### src/design/multi_level_priority_queue_defines.svh
// Assertion macros for the queue block.
`ifndef MULTI_LEVEL_PRIORITY_QUEUE_DEFINES_SVH
`define MULTI_LEVEL_PRIORITY_QUEUE_DEFINES_SVH

// same-cycle implication
`define MLPQ_ASSERT_NOW(lbl, ante, cons) \
   lbl: assert property (@(posedge clock) disable iff (reset) (ante) |-> (cons)) \
      else $error("mlpq same-cycle check failed");

// next-cycle implication
`define MLPQ_ASSERT_NXT(lbl, ante, cons) \
   lbl: assert property (@(posedge clock) disable iff (reset) (ante) |=> (cons)) \
      else $error("mlpq next-cycle check failed");

`endif

### src/design/mlpq_pkg.sv
package mlpq_pkg;

   localparam int ACTION_W = 1;
   localparam int LEVEL_W  = 3;
   localparam int VALUE_W  = 32;
   localparam int STATUS_W = 3;

   localparam logic [ACTION_W-1:0] ACT_INSERT = 1'b0;
   localparam logic [ACTION_W-1:0] ACT_REMOVE = 1'b1;

   localparam logic [STATUS_W-1:0] ST_INSERTED  = 3'd0;
   localparam logic [STATUS_W-1:0] ST_FULL      = 3'd1;
   localparam logic [STATUS_W-1:0] ST_REMOVED   = 3'd2;
   localparam logic [STATUS_W-1:0] ST_UNDERFLOW = 3'd3;
   localparam logic [STATUS_W-1:0] ST_INVALID   = 3'd4;

   typedef enum logic {
      FSM_IDLE,
      FSM_READ
   } state_type;

endpackage

### src/design/multi_level_priority_queue.sv
// Channel   Ports                                        Direction
// req       req_valid req_stall req_action               in  (stall out)
//           req_priority_level req_value
// rsp       rsp_valid rsp_stall rsp_status               out (stall in)
//           rsp_removed_value rsp_served_level
//
// Insert, invalid level, full queue, underflow: stays in FSM_IDLE for the next request.
// Remove with data: the store read is registered, and FSM_READ stalls requests meanwhile.
// Reset clears head, tail and count of every queue at once; the store needs no clearing.
// A response held under rsp_stall holds off further requests until it is taken.
`include "multi_level_priority_queue_defines.svh"

module multi_level_priority_queue #(
   parameter int NUM_QUEUES = 4,
   parameter int DEPTH      = 8
) (
   input  logic                                  clock,
   input  logic                                  reset,
   input  logic                                  req_valid,
   output logic                                  req_stall,
   input  logic [mlpq_pkg::ACTION_W-1:0]         req_action,
   input  logic [mlpq_pkg::LEVEL_W-1:0]          req_priority_level,
   input  logic signed [mlpq_pkg::VALUE_W-1:0]   req_value,
   output logic                                  rsp_valid,
   input  logic                                  rsp_stall,
   output logic [mlpq_pkg::STATUS_W-1:0]         rsp_status,
   output logic signed [mlpq_pkg::VALUE_W-1:0]   rsp_removed_value,
   output logic [mlpq_pkg::LEVEL_W-1:0]          rsp_served_level
);

   localparam int QW      = $clog2(NUM_QUEUES);
   localparam int PW      = $clog2(DEPTH);
   localparam int CW      = $clog2(DEPTH + 1);
   localparam int ENTRIES = NUM_QUEUES * DEPTH;
   localparam int AW      = $clog2(ENTRIES);

   mlpq_pkg::state_type state_ff, state_in;

   logic [PW-1:0] head_ff  [NUM_QUEUES];
   logic [PW-1:0] head_in  [NUM_QUEUES];
   logic [PW-1:0] tail_ff  [NUM_QUEUES];
   logic [PW-1:0] tail_in  [NUM_QUEUES];
   logic [CW-1:0] count_ff [NUM_QUEUES];
   logic [CW-1:0] count_in [NUM_QUEUES];

   logic signed [mlpq_pkg::VALUE_W-1:0] store_ff [ENTRIES];
   logic signed [mlpq_pkg::VALUE_W-1:0] rd_data_ff;

   logic                                rsp_valid_ff, rsp_valid_in;
   logic [mlpq_pkg::STATUS_W-1:0]       rsp_status_ff, rsp_status_in;
   logic signed [mlpq_pkg::VALUE_W-1:0] rsp_value_ff, rsp_value_in;
   logic [mlpq_pkg::LEVEL_W-1:0]        rsp_level_ff, rsp_level_in;
   logic [mlpq_pkg::LEVEL_W-1:0]        srv_level_ff, srv_level_in;

   logic                         req_accept;
   logic                         out_free;
   logic                         rsp_load;
   logic [NUM_QUEUES-1:0]        count_nz;
   logic                         any_nz;
   logic [QW-1:0]                hit_q;
   logic [mlpq_pkg::LEVEL_W-1:0] lvl_m1;
   logic [QW-1:0]                ins_q;
   logic                         lvl_ok;
   logic                         ins_full;
   logic                         mem_we;
   logic [AW-1:0]                mem_waddr;
   logic                         mem_re;
   logic [AW-1:0]                mem_raddr;
   logic                         read_done;
   logic                         underflow_load;

   function automatic logic [PW-1:0] next_slot(input logic [PW-1:0] p);
      return (p == PW'(DEPTH - 1)) ? '0 : p + PW'(1);
   endfunction

   // priority encoder over non-empty flags, level 1 wins
   always_comb begin
      hit_q = '0;
      for (int i = 0; i < NUM_QUEUES; i++) begin
         count_nz[i] = (count_ff[i] != '0);
      end
      for (int i = NUM_QUEUES - 1; i >= 0; i--) begin
         if (count_nz[i]) begin
            hit_q = QW'(i);
         end
      end
      any_nz = |count_nz;
   end

   assign lvl_m1   = req_priority_level - mlpq_pkg::LEVEL_W'(1);
   assign ins_q    = QW'(lvl_m1);
   assign lvl_ok   = req_priority_level inside {[1:NUM_QUEUES]};
   assign ins_full = lvl_ok && (count_ff[ins_q] == CW'(DEPTH));

   assign out_free   = !rsp_valid_ff || !rsp_stall;
   assign req_stall  = (state_ff != mlpq_pkg::FSM_IDLE) || !out_free;
   assign req_accept = req_valid && !req_stall;

   // next state
   always_comb begin
      state_in = state_ff;
      case (state_ff)
         mlpq_pkg::FSM_IDLE: begin
            if (req_accept && (req_action == mlpq_pkg::ACT_REMOVE) && any_nz) begin
               state_in = mlpq_pkg::FSM_READ;
            end
         end
         mlpq_pkg::FSM_READ: begin
            if (out_free) begin
               state_in = mlpq_pkg::FSM_IDLE;
            end
         end
         default: state_in = mlpq_pkg::FSM_IDLE;
      endcase
   end

   // datapath and outputs
   always_comb begin
      head_in       = head_ff;
      tail_in       = tail_ff;
      count_in      = count_ff;
      srv_level_in  = srv_level_ff;
      mem_we        = 1'b0;
      mem_waddr     = AW'(32'(ins_q) * DEPTH + 32'(tail_ff[ins_q]));
      mem_re        = 1'b0;
      mem_raddr     = AW'(32'(hit_q) * DEPTH + 32'(head_ff[hit_q]));
      rsp_load      = 1'b0;
      rsp_status_in = rsp_status_ff;
      rsp_value_in  = rsp_value_ff;
      rsp_level_in  = rsp_level_ff;
      case (state_ff)
         mlpq_pkg::FSM_IDLE: begin
            if (req_accept) begin
               if (req_action == mlpq_pkg::ACT_INSERT) begin
                  rsp_load     = 1'b1;
                  rsp_value_in = '0;
                  rsp_level_in = '0;
                  if (!lvl_ok) begin
                     rsp_status_in = mlpq_pkg::ST_INVALID;
                  end else if (ins_full) begin
                     rsp_status_in = mlpq_pkg::ST_FULL;
                  end else begin
                     rsp_status_in   = mlpq_pkg::ST_INSERTED;
                     mem_we          = 1'b1;
                     tail_in[ins_q]  = next_slot(tail_ff[ins_q]);
                     count_in[ins_q] = count_ff[ins_q] + CW'(1);
                  end
               end else if (any_nz) begin
                  mem_re          = 1'b1;
                  head_in[hit_q]  = next_slot(head_ff[hit_q]);
                  count_in[hit_q] = count_ff[hit_q] - CW'(1);
                  srv_level_in    = mlpq_pkg::LEVEL_W'(32'(hit_q) + 1);
               end else begin
                  rsp_load      = 1'b1;
                  rsp_status_in = mlpq_pkg::ST_UNDERFLOW;
                  rsp_value_in  = '0;
                  rsp_level_in  = '0;
               end
            end
         end
         mlpq_pkg::FSM_READ: begin
            if (out_free) begin
               rsp_load      = 1'b1;
               rsp_status_in = mlpq_pkg::ST_REMOVED;
               rsp_value_in  = rd_data_ff;
               rsp_level_in  = srv_level_ff;
            end
         end
         default: ;
      endcase
      if (rsp_load) begin
         rsp_valid_in = 1'b1;
      end else if (!rsp_stall) begin
         rsp_valid_in = 1'b0;
      end else begin
         rsp_valid_in = rsp_valid_ff;
      end
   end

   always_ff @(posedge clock) begin
      if (reset) begin
         state_ff     <= mlpq_pkg::FSM_IDLE;
         rsp_valid_ff <= 1'b0;
         for (int i = 0; i < NUM_QUEUES; i++) begin
            head_ff[i]  <= '0;
            tail_ff[i]  <= '0;
            count_ff[i] <= '0;
         end
      end else begin
         state_ff     <= state_in;
         rsp_valid_ff <= rsp_valid_in;
         head_ff      <= head_in;
         tail_ff      <= tail_in;
         count_ff     <= count_in;
      end
   end

   always_ff @(posedge clock) begin
      srv_level_ff  <= srv_level_in;
      rsp_status_ff <= rsp_status_in;
      rsp_value_ff  <= rsp_value_in;
      rsp_level_ff  <= rsp_level_in;
   end

   // value store
   always_ff @(posedge clock) begin
      if (mem_we) begin
         store_ff[mem_waddr] <= req_value;
      end
      if (mem_re) begin
         rd_data_ff <= store_ff[mem_raddr];
      end
   end

   assign rsp_valid         = rsp_valid_ff;
   assign rsp_status        = rsp_status_ff;
   assign rsp_removed_value = rsp_value_ff;
   assign rsp_served_level  = rsp_level_ff;

   assign read_done      = (state_ff == mlpq_pkg::FSM_READ) && out_free;
   assign underflow_load = rsp_load && (rsp_status_in == mlpq_pkg::ST_UNDERFLOW);

   `MLPQ_ASSERT_NOW(a_read_blocks_req, state_ff == mlpq_pkg::FSM_READ, req_stall)
   `MLPQ_ASSERT_NXT(a_read_delivers, read_done, rsp_valid && rsp_status == mlpq_pkg::ST_REMOVED)
   `MLPQ_ASSERT_NOW(a_underflow_empty, underflow_load, count_nz == '0)

endmodule
### config.mk
export PLATFORM = sky130hd
export DESIGN_NAME = multi_level_priority_queue
export DESIGN_NICKNAME = d
export VERILOG_FILES = /design/src/design/mlpq_pkg.sv /design/src/design/multi_level_priority_queue.sv
export VERILOG_INCLUDE_DIRS = /design/src /design/src/design
export SDC_FILE = /design/constraint.sdc
export NUM_CORES = 1
export LEC_CHECK = 0
export BUFFER_PORTS_ARGS = -buffer_cell sky130_fd_sc_hd__buf_2
export CORE_ASPECT_RATIO = 1.75
export CORE_MARGIN = 5
export CORE_UTILIZATION = 56
export DETAILED_ROUTE_END_ITERATION = 8
export GPL_ROUTABILITY_DRIVEN = 0
export PLACE_DENSITY = 0.75
export SYNTH_ARGS = -nofsm -noshare
export SYNTH_HDL_FRONTEND = slang
export SYNTH_SLANG_ARGS = --single-unit
### constraint.sdc
create_clock -name clock -period 5.14 [get_ports clock]
set_clock_uncertainty 0.15 [all_clocks]
set_input_delay 0.771 -clock clock [delete_from_list [all_inputs] [get_ports clock]]
set_output_delay 0.771 -clock clock [all_outputs]
set_load 0.1 [all_outputs]
==> results of run 1 <==
## flip-flops by register name, indices dropped and copies added, names as in the netlist
name and cells:
rsp_served_level 3, store_ff 1024, srv_level_ff 3, tail_ff 12, count_ff 16, head_ff 12
rsp_removed_value 32, state_ff 1, rd_data_ff 32, rsp_valid 1, rsp_status 3
## final timing paths
kind              cells past startpoint         start             end  slack (ns)
setup / recovery                     10  count_ff[11]  rd_data_ff[15]        0.49
hold / removal                        3     req_valid       rsp_valid        0.21
setup reg to reg                     10  count_ff[11]  rd_data_ff[15]        0.49
hold reg to reg                       2    tail_ff[0]      tail_ff[0]        0.32
## layout by cell type, fill, tap and decap left out, types with 40 or more instances in the layout
cell / instances
edfxtp_1: 1097
mux2i_1: 258
nand2_1: 161
mux4_2: 105
clkbuf_16: 97
a21oi_1: 88
buf_2: 79
nor2_1: 65
buf_4: 60
nand3_1: 46
dfxtp_1: 41
and2_1: 40
## metal layers
| metal | GRT usage [%] | wire length [um] |
|---|---|---|
| met5 | 0 | 0 |
| met4 | 13.12 | 6086 |
| met3 | 4.271 | 9942 |
| met2 | 43.64 | 56390 |
| met1 | 32.69 | 39400 |
## power by group
group	internal, W	switching [W]
combinational	0.00206	0.00362
clock	0.00396	0.00321
sequential	0.0104	0.0000715
total	0.0164	0.00690
## layout make-up
| type | count | area share (%) |
|---|---|---|
| sequential | 1139 | 67.73 |
| multi-input combinational | 1170 | 20.59 |
| clock buffer | 118 | 5.025 |
| timing repair buffer | 168 | 2.860 |
| tap | 1035 | 2.596 |
| clock inverter | 49 | 1.049 |
| inverter | 15 | 0.1279 |
| antenna | 4 | 0.02007 |
## stage by stage
stage	worst slack [ns]	area (um2)	util, %
floorplan	-0.03730	44480	-
detailed placement	0.6061	46840	59.58
global placement	0.7191	46840	59.58
global route	0.3576	49870	63.43
finish	0.4899	49880	63.44
CTS	0.5872	49870	63.43
## worst min-delay path: stages
cell and delay (ns):
buf_2 0.12, nand2_1 0.05, a21oi_1 0.06
## cell families after synthesis
group | share of synthesized area [%]
DFF | 75.96
muxes | 11.93
and+or+nand+nor | 3.919
AOI/OAI and AO/OA | 5.891
buffers and inverters | 1.694
adders and majority gates | 0.5064
xor gates and xnor gates | 0.09848
==> flow_summary.ini, run 1 <==
[grt]
grt_usage_pct = 25.89
grt_pass1_wl_mm = 162.5
grt_pass1_vias = 24980
antenna_found_initial = 5
grt_start_max_net_pins = 128
grt_overflow_total = 0

[final_layout]
regArea_um2 = 33780
layout-drive-gt1-share_pct = 18.65
area_growth_pct = 12.14
fin_nets = 2645
fin_cells = 3698
fillCellCount = 5252
multi_input_area_um2 = 10270

[logic_synthesis]
synth_seq_cells = 1139
syn-instance-count = 2460
synthTopCellsByCount = edfxtp_1, mux2i_1, nand2_1
synth-seq-area-share_pct = 75.96
synth_async_sr_flop_share_pct = 0
post-synth-top-count-cell = edfxtp_1
postSynthAreaPerCell_um2 = 18.08
synth-edff-count = 1097
synth.top_cell.area_share_pct = 74.07
syn_nets = 2518
yosys.area.top_type = edfxtp_1
synth.distinct_cells = 55
ys.warnings.count = 0
netlist_top_cells_area = edfxtp_1, mux2i_1, mux4_2, dfxtp_1, nand2_1
synth_top_flop_cell = edfxtp_1
syn_area_um2 = 44480

[status]
status = completed

[setup_path]
critPathLaunchType = register
worstPathMaxFanout = 33
worst_setup_path_end_kind = register
crit_arrival_ns = 4.91
critPathSlowestCell = nor4_2
cpMostUsedCell = buf_4
crit_type = register to register
required_ns = 5.40
crit_family = simple AND/OR/NAND/NOR gates
crit_chain = nor4_2 > nand3_1 > nor2_4 > buf_4 > a211o_4 > and2_2 > buf_4 > a221o_1 > a21boi_0 > o2111ai_1
critPathMaxStageDelay_ns = 0.72
crit_buf_inv = 2

[hold_path]
hp-class = input port to register

[clocking]
cts_resized = 0
post_cts_buffers = 0
clkSinkCount = 1139
path_clk_slew_ns = 0.07
cts_hold_buf = 0
clockRootBuffer = clkbuf_16
htreeDepth = 3
cts_tree = yes
numCtsBuffers = 93
cts_buffer_depth = 3
insertion_delay_ns = 0.70

[sta]
final-max-slew-violation-count = 0
hold_viol_final = 0
fin_crit_sh_pct = 90.47
period_minus_slack_ns = 4.650
finalSetupViolCount = 0
setup_tns_ns = 0
whs_ns = 0.2071
relSlewSlack_pct = 23.93
rsz0062_at_grt = false
fmax_mhz = 215.1
worst_pin_slew_ns = 1.137

[route]
vias_per_cell = 6.600
wire_per_inst_um = 30.24
drc_errors = 0
num_vias = 24410
drt_iter0_markers = 3016
wirelength_mm = 111.8
first_pass_iters = 6
ant_nets = 0

[floorplanning]
die_width_um = 223.0
die_h_um = 382.8
rows = 136
num_io_pins = 80
die-area_um2 = 85380
start_util_pct = 56.57
core_area_um2 = 78620

[placement]
dp_cells = 3527
port_buffers = 79
hpwl_mm = 63.22

[job]
drv_cap = 0

[pwr]
irDropWorstVdd_v = 0.0004115
power.density_nw_per_um2 = 467.3
p_leak_nw = 16.33
total_power_w = 0.02331
(Power assumes the default switching activity.)
==> inputs of run 2 (changes only) <==
--- a/config.mk
+++ b/config.mk
@@ -8,11 +8,9 @@
 export LEC_CHECK = 0
 export BUFFER_PORTS_ARGS = -buffer_cell sky130_fd_sc_hd__buf_2
 export CORE_ASPECT_RATIO = 1.75
-export CORE_MARGIN = 5
-export CORE_UTILIZATION = 56
+export CORE_UTILIZATION = 40
 export DETAILED_ROUTE_END_ITERATION = 8
 export GPL_ROUTABILITY_DRIVEN = 0
-export PLACE_DENSITY = 0.75
 export SYNTH_ARGS = -nofsm -noshare
 export SYNTH_HDL_FRONTEND = slang
 export SYNTH_SLANG_ARGS = --single-unit
==> run 2 against run 1 <==
Final area rose by 1.4%; non-clock buffer count increased by 18; flip-flop and latch count unchanged; wire length grew 5.6%; global-route usage shrank 4.7 points; first-iteration DRC count down 23%; setup slack better by 0.25 ns; via count shrank 4.0%; highest routed layer is now met5; sequential share of layout area is 0.90 points lower; critical path depth unchanged.
==> flow_summary.ini, run 2 (same netlist as run 1, synthesis figures left out) <==
[status]
status = completed

[setup_path]
critPathSlowestCell = nor4_2
crit_type = register to register
reg2reg_slack_ns = 0.74
critPathMaxStageDelay_ns = 0.69
crit_chain = nor4_2 > nand3_1 > o22a_1 > nand2_8 > inv_2 > nor2_4 > buf_4 > a221o_1 > a21boi_0 > o2111ai_1
worst_setup_path_end_kind = register
crit_arrival_ns = 4.66
critPathLaunchType = register
worstPathMaxFanout = 34
required_ns = 5.41

[hold_path]
hp-class = input port to register

[final_layout]
fin_cells = 4160
final_common_cell = edfxtp_1
fin_nets = 2667
layout_common_cells = edfxtp_1, mux2i_1, nand2_1
fillCellCount = 9293
largest_reg_flops = 1024
largest_register = store_ff
area_growth_pct = 13.66
layout-drive-gt1-share_pct = 19.44

[grt]
grt_pass1_wl_mm = 170.3
antenna_found_initial = 5
grt_start_max_net_pins = 71
grt_pass1_vias = 23870
grt_usage_pct = 21.15
grt_overflow_total = 0

[sta]
finalSetupViolCount = 0
rsz0062_at_grt = false
period_minus_slack_ns = 4.396
worst_pin_slew_ns = 0.9978
final-max-slew-violation-count = 0
fin_crit_sh_pct = 85.52
fin_ws_ns = 0.7443
whs_ns = 0.2026
fmax_mhz = 227.5
hold_viol_final = 0
relSlewSlack_pct = 33.48

[placement]
port_buffers = 79
dp_cells = 3977
hpwl_mm = 76.18
dpl_worst_slack_ns = 0.5780

[floorplanning]
num_io_pins = 80
rows = 161
die-area_um2 = 112600
die_width_um = 254.1
start_util_pct = 40.36
core_area_um2 = 110200
die_h_um = 443.1

[route]
drt_iter0_markers = 2326
ant_nets = 0
wl_met2_mm = 63.35
met1_length_mm = 44.83
first_pass_iters = 6
vias_per_cell = 5.635
dr.max_layer_used = met5
drc_errors = 0
num_vias = 23440
wirelength_mm = 118.1
wire_per_inst_um = 28.38
route.met3.wl_mm = 5.736

[clocking]
cts_tree = yes
insertion_delay_ns = 0.70
post_cts_buffers = 0
cts_buffer_depth = 3
cts_hold_buf = 0
clkSinkCount = 1139
clockRootBuffer = clkbuf_16
htreeDepth = 3
cts_resized = 0
numCtsBuffers = 97
path_clk_slew_ns = 0.07

[job]
drv_cap = 0

[pwr]
power.density_nw_per_um2 = 477.3
irDropWorstVdd_v = 0.0002847
p_leak_nw = 16.45
==> run 2: final timing paths <==
check                                  from             end  depth (start not counted)
worst max register to register  count_ff[8]  rd_data_ff[14]                         10
worst max-delay path            count_ff[8]  rd_data_ff[14]                         10
worst min-delay path              req_valid       rsp_valid                          3
worst min register to register  tail_ff[10]     tail_ff[10]                          2
==> run 2: layer usage <==
metal	vias up	track usage [%]
met2	789	38.23
met4	2	7.554
met1	12330	25.70
met5	-	0
met3	173	2.532
li1	10150	-
==> run 2: layout make-up <==
class / instances / area (um2) / share of cell area, %
Tap cell: 1467 / 1836 / 3.631
Clock buffer: 114 / 2491 / 4.928
Antenna cell: 2 / 5.005 / 0.009900
Inverter: 15 / 63.81 / 0.1262
Multi-Input combinational cell: 1170 / 10270 / 20.32
Timing Repair Buffer: 186 / 1411 / 2.792
Sequential cell: 1139 / 33780 / 66.83
Clock inverter: 67 / 686.9 / 1.359
==> run 2: power by group <==
part           switching [W]  internal, W
sequential         0.0000653       0.0104
clock                0.00335      0.00409
combinational        0.00405      0.00218
total                0.00746       0.0167
==> run 2: per-stage QoR <==
stage	total power (W)	utilization [%]	setup TNS [ns]	instance area, um2
2_1_floorplan	0.01478	-	-34.91	44480
3_3_place_gp	0.01691	42.99	0	47370
3_5_place_dp	0.01695	42.99	0	47370
4_1_cts	0.02433	45.87	0	50550
5_1_grt	0.02485	45.87	0	50550
6_report	0.02413	45.88	0	50550
==> run 2: worst max-delay path, delay by kind of cell, from the launching register on <==
family                 cells  cell delay (ns)
AOI/OAI and AO/OA          4             1.02
buffers and inverters      2             0.60
DFF                        1             0.36
and+or+nand+nor            4             2.00
